File: src/sv/fad_pkg.sv
`default_nettype none
// ----------------------------------------------------------------------------
// fad_pkg
// Shared widths, codes and types of the flow alert detector.
// ----------------------------------------------------------------------------
package fad_pkg;

    localparam int SAMPLE_W = 24;
    localparam int BAD_W    = 16;
    localparam int RUN_W    = 16;
    localparam int IDLE_W   = 23;
    localparam int ALERT_W  = 3;
    localparam int LEVEL_W  = 16;
    localparam int CFG_IDX_W = 3;

    // Divider: signed numerator, unsigned divisor, 24-bit signed quotient.
    localparam int DIV_NUM_W = 41;
    localparam int DIV_MAG_W = DIV_NUM_W - 1;
    localparam int DIV_DEN_W = 16;
    localparam int DIV_CNT_W = $clog2(DIV_MAG_W + 1);

    localparam int IN_DATA_W  = 40;
    localparam int OUT_DATA_W = 48;

    localparam logic [ALERT_W-1:0] ALERT_NONE     = 3'd0;
    localparam logic [ALERT_W-1:0] ALERT_BURST    = 3'd1;
    localparam logic [ALERT_W-1:0] ALERT_IDLE_ON  = 3'd2;
    localparam logic [ALERT_W-1:0] ALERT_IDLE_OFF = 3'd3;
    localparam logic [ALERT_W-1:0] ALERT_LEAK_ON  = 3'd4;
    localparam logic [ALERT_W-1:0] ALERT_LEAK_OFF = 3'd5;

    localparam logic [CFG_IDX_W-1:0] REG_BURST_LIMIT = 3'd0;
    localparam logic [CFG_IDX_W-1:0] REG_BURST_RUNS  = 3'd1;
    localparam logic [CFG_IDX_W-1:0] REG_IDLE_LIMIT  = 3'd2;
    localparam logic [CFG_IDX_W-1:0] REG_IDLE_RUNS   = 3'd3;
    localparam logic [CFG_IDX_W-1:0] REG_LEAK_LIMIT  = 3'd4;
    localparam logic [CFG_IDX_W-1:0] REG_LEAK_RUNS   = 3'd5;

    typedef struct packed {
        logic busy;
        logic done;
    } div_status_t;

endpackage : fad_pkg
`default_nettype wire

File: src/sv/fad_div.sv
`default_nettype none
// ----------------------------------------------------------------------------
// fad_div
// Restoring serial divider, one quotient bit per cycle, truncating toward
// zero. Shared by the window average and the running leak mean.
// ----------------------------------------------------------------------------
module fad_div (
    input  wire logic                                 aclk,
    input  wire logic                                 aresetn,
    input  wire logic                                 start,
    input  wire logic signed [fad_pkg::DIV_NUM_W-1:0] numer,
    input  wire logic        [fad_pkg::DIV_DEN_W-1:0] denom,
    output fad_pkg::div_status_t                      status,
    output logic signed      [fad_pkg::SAMPLE_W-1:0]  quotient
);
    import fad_pkg::*;

    logic [DIV_MAG_W-1:0] quo_reg, quo_next;
    logic [DIV_DEN_W-1:0] rem_reg, rem_next;
    logic [DIV_DEN_W-1:0] den_reg, den_next;
    logic [DIV_CNT_W-1:0] cnt_reg, cnt_next;
    logic                 neg_reg, neg_next;
    logic                 done_reg, done_next;
    logic [DIV_NUM_W-1:0] numer_abs;
    logic [DIV_DEN_W:0]   trial;
    logic                 fits;

    assign numer_abs = numer[DIV_NUM_W-1] ? (~numer + 1'b1) : numer;
    assign trial     = {rem_reg, quo_reg[DIV_MAG_W-1]};
    assign fits      = trial >= {1'b0, den_reg};

    always_comb begin
        quo_next  = quo_reg;
        rem_next  = rem_reg;
        den_next  = den_reg;
        cnt_next  = cnt_reg;
        neg_next  = neg_reg;
        done_next = 1'b0;
        if (start) begin
            quo_next = numer_abs[DIV_MAG_W-1:0];
            rem_next = '0;
            den_next = denom;
            neg_next = numer[DIV_NUM_W-1];
            cnt_next = DIV_CNT_W'(DIV_MAG_W);
        end else if (cnt_reg != '0) begin
            // Shift in the next numerator bit and subtract where it fits.
            if (fits) begin
                rem_next = DIV_DEN_W'(trial - {1'b0, den_reg});
            end else begin
                rem_next = trial[DIV_DEN_W-1:0];
            end
            quo_next  = {quo_reg[DIV_MAG_W-2:0], fits};
            cnt_next  = cnt_reg - 1'b1;
            done_next = (cnt_reg == DIV_CNT_W'(1));
        end
    end

    always_ff @(posedge aclk) begin
        if (!aresetn) begin
            cnt_reg  <= '0;
            done_reg <= 1'b0;
        end else begin
            cnt_reg  <= cnt_next;
            done_reg <= done_next;
        end
    end

    always_ff @(posedge aclk) begin
        quo_reg <= quo_next;
        rem_reg <= rem_next;
        den_reg <= den_next;
        neg_reg <= neg_next;
    end

    assign status.busy = (cnt_reg != '0);
    assign status.done = done_reg;
    assign quotient    = neg_reg ? -$signed(quo_reg[SAMPLE_W-1:0])
                                 : $signed(quo_reg[SAMPLE_W-1:0]);

endmodule : fad_div
`default_nettype wire

File: src/sv/flow_alert_detector.sv
`default_nettype none
// Sequence: a sample that leaves its window open goes to S_OUT, which loads its word
// once the output is free; a completed window runs S_AVG, then S_CHECK when the checks
// run, and S_MUL, S_ADD, S_MEAN and S_LEAK when the leak check updates the running mean
// (two 40-step divisions), before S_OUT. One sample at a time: a new one is accepted in
// the cycle after the previous word is loaded.
// Reset (aresetn low, synchronous) clears all run state and loads the defaults.
// ----------------------------------------------------------------------------
// flow_alert_detector
// Windowed flow averaging with burst, idle and leak run-length alerts,
// sequenced around one shared serial divider.
// ----------------------------------------------------------------------------
module flow_alert_detector #(
    parameter int WINDOW = 2
) (
    input  wire logic                               aclk,
    input  wire logic                               aresetn,
    input  wire logic                               s_tvalid,
    output logic                                    s_tready,
    // flow_sample [23:0], bad_readings [39:24]
    input  wire logic [fad_pkg::IN_DATA_W-1:0]      s_tdata,
    output logic                                    m_tvalid,
    input  wire logic                               m_tready,
    // window_done [0], window_average [24:1], alert_code [27:25],
    // leak_level [43:28], zero [47:44]
    output logic [fad_pkg::OUT_DATA_W-1:0]          m_tdata,
    input  wire logic                               cfg_valid,
    output logic                                    cfg_ready,
    input  wire logic [fad_pkg::CFG_IDX_W-1:0]      cfg_index,
    input  wire logic [fad_pkg::SAMPLE_W-1:0]       cfg_data
);
    import fad_pkg::*;

    localparam int SUM_W  = SAMPLE_W + $clog2(WINDOW);
    localparam int FILL_W = (WINDOW > 1) ? $clog2(WINDOW) : 1;
    localparam int PROD_W = SAMPLE_W + RUN_W + 1;

    typedef enum logic [7:0] {
        S_IDLE  = 8'b0000_0001,
        S_AVG   = 8'b0000_0010,
        S_CHECK = 8'b0000_0100,
        S_MUL   = 8'b0000_1000,
        S_ADD   = 8'b0001_0000,
        S_MEAN  = 8'b0010_0000,
        S_LEAK  = 8'b0100_0000,
        S_OUT   = 8'b1000_0000
    } state_t;

    function automatic logic [RUN_W-1:0] inc_sat(input logic [RUN_W-1:0] c);
        return (c == '1) ? c : c + 1'b1;
    endfunction

    state_t state_reg, state_next;

    logic signed [SAMPLE_W-1:0] burst_limit_reg, burst_limit_next;
    logic        [RUN_W-1:0]    burst_runs_reg, burst_runs_next;
    logic        [IDLE_W-1:0]   idle_limit_reg, idle_limit_next;
    logic        [RUN_W-1:0]    idle_runs_reg, idle_runs_next;
    logic signed [SAMPLE_W-1:0] leak_limit_reg, leak_limit_next;
    logic        [RUN_W-1:0]    leak_runs_reg, leak_runs_next;

    logic signed [SUM_W-1:0]    sum_reg, sum_next;
    logic        [FILL_W-1:0]   fill_reg, fill_next;
    logic        [RUN_W-1:0]    burst_cnt_reg, burst_cnt_next;
    logic        [RUN_W-1:0]    idle_cnt_reg, idle_cnt_next;
    logic                       idle_on_reg, idle_on_next;
    logic        [RUN_W-1:0]    leak_cnt_reg, leak_cnt_next;
    logic signed [SAMPLE_W-1:0] mean_reg, mean_next;
    logic signed [LEVEL_W-1:0]  level_reg, level_next;
    logic                       go_reg, go_next;
    logic                       m_valid_reg, m_valid_next;

    logic signed [SAMPLE_W-1:0]  avg_reg, avg_next;
    logic        [ALERT_W-1:0]   alert_reg, alert_next;
    logic                        done_reg, done_next;
    logic                        bad_ok_reg, bad_ok_next;
    logic signed [PROD_W-1:0]    prod_reg, prod_next;
    logic signed [DIV_NUM_W-1:0] num_reg, num_next;
    logic [OUT_DATA_W-1:0]       m_data_reg, m_data_next;

    logic signed [SAMPLE_W-1:0] sample;
    logic        [BAD_W-1:0]    bad;
    logic signed [SUM_W-1:0]    sum_new;
    logic                       last_of_window;
    logic signed [SAMPLE_W:0]   avg_wide, idle_lim_wide;
    logic                       idle_hit;
    logic        [RUN_W-1:0]    burst_run, idle_run;
    logic signed [SAMPLE_W-1:0] mean_adj;
    logic        [DIV_DEN_W-1:0] div_den;
    div_status_t                div_st;
    logic signed [SAMPLE_W-1:0] div_quo;

    assign sample         = $signed(s_tdata[SAMPLE_W-1:0]);
    assign bad            = s_tdata[SAMPLE_W +: BAD_W];
    assign sum_new        = sum_reg + SUM_W'(sample);
    assign last_of_window = (fill_reg == FILL_W'(WINDOW - 1));

    assign avg_wide      = (SAMPLE_W + 1)'(avg_reg);
    assign idle_lim_wide = $signed({2'b00, idle_limit_reg});
    assign idle_hit      = (avg_wide < idle_lim_wide) && (avg_wide > -idle_lim_wide);
    assign burst_run     = (avg_reg >= burst_limit_reg) ? inc_sat(burst_cnt_reg) : '0;
    assign idle_run      = idle_hit ? inc_sat(idle_cnt_reg) : '0;
    // Integer part truncated toward zero: bias negative means before the shift.
    assign mean_adj      = mean_reg + (mean_reg[SAMPLE_W-1] ? SAMPLE_W'(255) : '0);

    // The divider takes the window length for the average and the leak run
    // length for the running mean; it latches the divisor when it starts.
    assign div_den = (state_reg == S_AVG) ? DIV_DEN_W'(WINDOW) : leak_cnt_reg;

    fad_div u_div (
        .aclk     (aclk),
        .aresetn  (aresetn),
        .start    (go_reg),
        .numer    (num_reg),
        .denom    (div_den),
        .status   (div_st),
        .quotient (div_quo)
    );

    assign s_tready  = (state_reg == S_IDLE);
    assign cfg_ready = 1'b1;
    assign m_tvalid  = m_valid_reg;
    assign m_tdata   = m_data_reg;

    always_comb begin
        state_next       = state_reg;
        burst_limit_next = burst_limit_reg;
        burst_runs_next  = burst_runs_reg;
        idle_limit_next  = idle_limit_reg;
        idle_runs_next   = idle_runs_reg;
        leak_limit_next  = leak_limit_reg;
        leak_runs_next   = leak_runs_reg;
        sum_next         = sum_reg;
        fill_next        = fill_reg;
        burst_cnt_next   = burst_cnt_reg;
        idle_cnt_next    = idle_cnt_reg;
        idle_on_next     = idle_on_reg;
        leak_cnt_next    = leak_cnt_reg;
        mean_next        = mean_reg;
        level_next       = level_reg;
        go_next          = 1'b0;
        m_valid_next     = m_valid_reg;
        avg_next         = avg_reg;
        alert_next       = alert_reg;
        done_next        = done_reg;
        bad_ok_next      = bad_ok_reg;
        prod_next        = prod_reg;
        num_next         = num_reg;
        m_data_next      = m_data_reg;

        if (m_valid_reg && m_tready) begin
            m_valid_next = 1'b0;
        end

        if (cfg_valid) begin
            unique case (cfg_index)
                REG_BURST_LIMIT: burst_limit_next = $signed(cfg_data);
                REG_BURST_RUNS:  burst_runs_next  = cfg_data[RUN_W-1:0];
                REG_IDLE_LIMIT:  idle_limit_next  = cfg_data[IDLE_W-1:0];
                REG_IDLE_RUNS:   idle_runs_next   = cfg_data[RUN_W-1:0];
                REG_LEAK_LIMIT:  leak_limit_next  = $signed(cfg_data);
                REG_LEAK_RUNS:   leak_runs_next   = cfg_data[RUN_W-1:0];
                default: ;
            endcase
        end

        unique case (state_reg)
            S_IDLE: begin
                if (s_tvalid) begin
                    avg_next   = '0;
                    alert_next = ALERT_NONE;
                    if (last_of_window) begin
                        sum_next    = '0;
                        fill_next   = '0;
                        done_next   = 1'b1;
                        bad_ok_next = (bad < BAD_W'(WINDOW));
                        num_next    = DIV_NUM_W'(sum_new);
                        go_next     = 1'b1;
                        state_next  = S_AVG;
                    end else begin
                        sum_next   = sum_new;
                        fill_next  = fill_reg + 1'b1;
                        done_next  = 1'b0;
                        state_next = S_OUT;
                    end
                end
            end
            S_AVG: begin
                // The window average is the quotient of the window sum.
                if (div_st.done) begin
                    avg_next   = div_quo;
                    state_next = bad_ok_reg ? S_CHECK : S_OUT;
                end
            end
            S_CHECK: begin
                priority if (burst_run >= burst_runs_reg) begin
                    burst_cnt_next = '0;
                    alert_next     = ALERT_BURST;
                    state_next     = S_OUT;
                end else if (!idle_hit && idle_on_reg) begin
                    burst_cnt_next = burst_run;
                    idle_cnt_next  = '0;
                    idle_on_next   = 1'b0;
                    alert_next     = ALERT_IDLE_OFF;
                    state_next     = S_OUT;
                end else if (idle_run >= idle_runs_reg) begin
                    burst_cnt_next = burst_run;
                    idle_cnt_next  = '0;
                    idle_on_next   = 1'b1;
                    alert_next     = ALERT_IDLE_ON;
                    state_next     = S_OUT;
                end else if (avg_reg >= leak_limit_reg) begin
                    burst_cnt_next = burst_run;
                    idle_cnt_next  = idle_run;
                    leak_cnt_next  = inc_sat(leak_cnt_reg);
                    state_next     = S_MUL;
                end else begin
                    burst_cnt_next = burst_run;
                    idle_cnt_next  = idle_run;
                    leak_cnt_next  = '0;
                    mean_next      = '0;
                    state_next     = S_OUT;
                    if (level_reg != '0) begin
                        level_next = '0;
                        alert_next = ALERT_LEAK_OFF;
                    end else if (leak_runs_reg == '0) begin
                        alert_next = ALERT_LEAK_ON;
                    end
                end
            end
            S_MUL: begin
                prod_next  = mean_reg * $signed({1'b0, leak_cnt_reg - 1'b1});
                state_next = S_ADD;
            end
            S_ADD: begin
                num_next   = prod_reg + DIV_NUM_W'(avg_reg);
                go_next    = 1'b1;
                state_next = S_MEAN;
            end
            S_MEAN: begin
                if (div_st.done) begin
                    mean_next  = div_quo;
                    state_next = S_LEAK;
                end
            end
            S_LEAK: begin
                if (leak_cnt_reg >= leak_runs_reg) begin
                    leak_cnt_next = '0;
                    level_next    = mean_adj[SAMPLE_W-1:8];
                    alert_next    = ALERT_LEAK_ON;
                end
                state_next = S_OUT;
            end
            S_OUT: begin
                if (!m_valid_reg || m_tready) begin
                    m_valid_next = 1'b1;
                    m_data_next  = {4'b0000, level_reg, alert_reg, avg_reg, done_reg};
                    state_next   = S_IDLE;
                end
            end
            default: state_next = S_IDLE;
        endcase
    end

    always_ff @(posedge aclk) begin
        if (!aresetn) begin
            state_reg       <= S_IDLE;
            burst_limit_reg <= SAMPLE_W'(8388607);
            burst_runs_reg  <= RUN_W'(3);
            idle_limit_reg  <= IDLE_W'(256);
            idle_runs_reg   <= RUN_W'(100);
            leak_limit_reg  <= SAMPLE_W'(512);
            leak_runs_reg   <= RUN_W'(100);
            sum_reg         <= '0;
            fill_reg        <= '0;
            burst_cnt_reg   <= '0;
            idle_cnt_reg    <= '0;
            idle_on_reg     <= 1'b0;
            leak_cnt_reg    <= '0;
            mean_reg        <= '0;
            level_reg       <= '0;
            go_reg          <= 1'b0;
            m_valid_reg     <= 1'b0;
        end else begin
            state_reg       <= state_next;
            burst_limit_reg <= burst_limit_next;
            burst_runs_reg  <= burst_runs_next;
            idle_limit_reg  <= idle_limit_next;
            idle_runs_reg   <= idle_runs_next;
            leak_limit_reg  <= leak_limit_next;
            leak_runs_reg   <= leak_runs_next;
            sum_reg         <= sum_next;
            fill_reg        <= fill_next;
            burst_cnt_reg   <= burst_cnt_next;
            idle_cnt_reg    <= idle_cnt_next;
            idle_on_reg     <= idle_on_next;
            leak_cnt_reg    <= leak_cnt_next;
            mean_reg        <= mean_next;
            level_reg       <= level_next;
            go_reg          <= go_next;
            m_valid_reg     <= m_valid_next;
        end
    end

    always_ff @(posedge aclk) begin
        avg_reg    <= avg_next;
        alert_reg  <= alert_next;
        done_reg   <= done_next;
        bad_ok_reg <= bad_ok_next;
        prod_reg   <= prod_next;
        num_reg    <= num_next;
        m_data_reg <= m_data_next;
    end

    // The sequencer must never sit in a check state or in S_IDLE while a division runs.
    a_no_check_while_dividing: assert property (@(posedge aclk) disable iff (!aresetn)
        (state_reg == S_CHECK || state_reg == S_LEAK || state_reg == S_IDLE)
            |-> !div_st.busy)
        else $error("check state entered while the divider is busy");

    // A word without a completed window carries neither an average nor an alert.
    a_no_window_no_alert: assert property (@(posedge aclk) disable iff (!aresetn)
        (m_valid_reg && !m_data_reg[0]) |-> (m_data_reg[27:1] == '0))
        else $error("alert or average reported without a completed window");

    // A leak-off alert always leaves the stored level cleared.
    a_leak_off_clears: assert property (@(posedge aclk) disable iff (!aresetn)
        (state_reg == S_OUT && alert_reg == ALERT_LEAK_OFF) |-> (level_reg == '0))
        else $error("leak-off alert with a stored leak level");

    // A division is started only while the sequencer is in S_AVG or S_MEAN.
    a_div_start_source: assert property (@(posedge aclk) disable iff (!aresetn)
        go_reg |-> (state_reg == S_AVG || state_reg == S_MEAN))
        else $error("divider started outside the average or mean step");

endmodule : flow_alert_detector
`default_nettype wire
File: config.mk
export PLATFORM = sky130hd
export DESIGN_NAME = flow_alert_detector
export DESIGN_NICKNAME = d
export VERILOG_FILES = /design/src/sv/fad_pkg.sv /design/src/sv/fad_div.sv /design/src/sv/flow_alert_detector.sv
export SDC_FILE = /design/constraint.sdc
export NUM_CORES = 2
export LEC_CHECK = 0
export ABC_AREA = 1
export BUFFER_PORTS_ARGS = -buffer_cell sky130_fd_sc_hd__buf_2
export CORE_MARGIN = 4
export CORE_UTILIZATION = 55
export CTS_CLUSTER_SIZE = 20
export DETAILED_ROUTE_END_ITERATION = 10
export HOLD_SLACK_MARGIN = 0.08
export PLACE_DENSITY = 0.75
export SLEW_MARGIN = 15
export SYNTH_ARGS = -nofsm -noshare
export SYNTH_HDL_FRONTEND = slang
export SYNTH_SLANG_ARGS = --single-unit
File: constraint.sdc
create_clock -name aclk -period 10.1 [get_ports aclk]
set_clock_uncertainty 0.2 [all_clocks]
set_input_delay 1.01 -clock aclk [delete_from_list [all_inputs] [get_ports aclk]]
set_output_delay 1.01 -clock aclk [all_outputs]
set_load 0.05 [all_outputs]
==> out/qor.yml <==
status: "finished clean"
final.setup.tns_ns: 0
dp_hpwl_mm: 98.5
critPathCaptureType: "register"
seqPwrFrac: 0.261
cts_buffers: 54
clkLatencyLatePin_ns: 0.66
root_buffer: "clkbuf_16"
vias_per_cell: 5.59
synthArstFlopShare: 0
drc: 0
grt_first_pass_wirelength_mm: 202
yosysTopAreaCell: "fa_1"
path_max_fanout: 20
die_h_um: 291
synth_top_area_share: 0.172
finalWorstSetupSlack_ns: 1.88
grtUsageTotal: 0.296
rsz0062_at_grt: "false"
core_um2: 79300
synth_top_cells_by_count: "1224 x nand2_1, 1046 x inv_1, 598 x nor2_1, 382 x a21oi_1, 380 x fa_1"
clk_pin_slew_ns: 0.06
clock_path_buffers: 3
cp_slowest_cell: "inv_1"
drtIter0Drc: 3312
worstRegToRegCells: 29
p_clk_frac: 0.185
arrival_ns: 8.43
drtPass1Iterations: 6
ys_ff_latch: 479
crit_type: "reg2reg"
synth_area_um2: 44200
maxSlewHeadroom: 0.267
p_sw_frac: 0.469
hold_viol_final: 0
intPower_mw: 5.91
syn_area_per_cell_um2: 7.62
io_buffers: 116
cap_violations: 0
cts_resized: 0
finalCriticalPeriod_ns: 8.22
synth_most_common_cell: "nand2_1"
synth_ff_type: "dfxtp_1"
largest_reg_flops: 44
gp_congestion: 0.981
hold_class: "reg2reg"
path_common_cell: "inv_1"
nNetsFinal: 6629
min_period_over_period: 0.814
cts_post_setup_buffers_inserted: 0
cts_tree: "yes"
start_util: 0.558
setup_viol: 0
cp_slowest_stage_delay_ns: 0.75
finalWirelength_mm: 127
cts_hold_buf: 0
die_area_um2: 85000
max-vdd-ir-drop_mv: 0.237
io_pins: 123
grt_pass1_vias: 37700
wl_per_cell_um: 18.3
synth.top_cells.by_area: "fa_1 17%, edfxtp_1 14%, dfxtp_1 12%, nand2_1 10%, ha_1 9.7%"
synth_edf_count: 212
power_density_nw_per_um2: 234
cts_sinks: 479
num_rows: 103
start_kind: "register"
htreeDepth: 2
synthesis.instances: 5803
p_leak_nw: 22.9
drive_gt1_frac: 0.0520
pwr-share-comb: 0.553
seq_area_frac_synth: 0.265
antenna_cells: 0
ys_warn_count: 0
p_switching_mw: 5.21
crit_required_ns: 10.30
place_ws_ns: 2.02
grt_remaining_overflow: 0
grt_max_degree: 90
fin_hold_ws_ns: 0.240
ant_nets: 0
maxSlewViolCount: 0
timing.fmax_mhz: 122
via_count: 38700
tightest_slew_ns: 1.09
area_growth_pct: 7.64
postLayoutCoreUtil: 0.600
hold_depth: 0
die_w_um: 291
synth_cell_types: 62
antenna_found_initial: 1
[worst max-delay path, delay by kind of cell (launching register included)]
family          cells  cell delay [ns]
fa+ha+maj           8             3.93
flops               1             0.39
simple gates        9             1.27
compound gates      4             0.85
buf+inv             8             1.37
[layout by cell type, fill, tap and decap left out, types with 64 or more instances in the layout]
| master | n |
|---|---|
| ha_1 | 341 |
| nand2_1 | 1223 |
| o21ai_0 | 334 |
| nand4_1 | 64 |
| buf_2 | 115 |
| dfxtp_1 | 266 |
| fa_1 | 380 |
| inv_1 | 1046 |
| edfxtp_1 | 212 |
| nand3_1 | 261 |
| a21oi_1 | 381 |
| xor2_1 | 129 |
| nor2_1 | 595 |
[area by class of cell]
cell class / instances / area (µm²)
Clock buffer: 75 / 1530
Multi-Input combinational cell: 4080 / 27800
Inverter: 1068 / 4010
Sequential cell: 479 / 11700
Timing Repair Buffer: 153 / 861
Clock inverter: 27 / 348
Tap cell: 1050 / 1310
Fill cell: 7189 / 31700
[metrics by stage]
stage	total power [mW]	std cells	area (µm²)
final	11.1	6932	47600
after global routing	12.1	6932	47600
after detailed placement	9.02	6830	45700
after global placement	8.90	6830	45700
after CTS	11.1	6932	47600
after floorplan	7.22	5806	44200
[power groups by stage]
| stage | Sequential [mW] | Clock [mW] | Combinational, mW |
|---|---|---|---|
| 5_1_grt | 2.93 | 2.18 | 6.97 |
| 4_1_cts | 2.89 | 2.09 | 6.15 |
| 3_5_place_dp | 2.93 | 0 | 6.10 |
| 6_report | 2.91 | 2.06 | 6.15 |
| 3_3_place_gp | 2.92 | 0 | 5.98 |
| 2_1_floorplan | 2.80 | 0 | 4.42 |
[metal layers]
layer  GRT usage  vias up  share of wire
met4       0.123        2          0.047
met5     0.00510        -        0.00010
met3      0.0629      324          0.092
met1       0.391    18300           0.41
li1            -    18500              -
met2       0.474     1611           0.45
[kinds of logic after synthesis]
| logic type | count (synthesis) | synth area share |
|---|---|---|
| fa+ha+maj | 721 | 0.269 |
| buf+inv | 1247 | 0.108 |
| other cells | 2 | 0.000170 |
| compound gates | 881 | 0.109 |
| xor+xnor | 169 | 0.0335 |
| flops | 479 | 0.265 |
| simple gates | 2304 | 0.216 |
[worst paths after layout]
kind / from / end / slack [ns]
worst min register to register: done_reg / m_tdata[0] / 0.24
worst min-delay path: done_reg / m_tdata[0] / 0.24
worst max register to register: leak_cnt_reg[0] / prod_reg[32] / 1.88
worst max-delay path: leak_cnt_reg[0] / prod_reg[32] / 1.88
No activity file was read; power rests on OpenSTA's default activity.
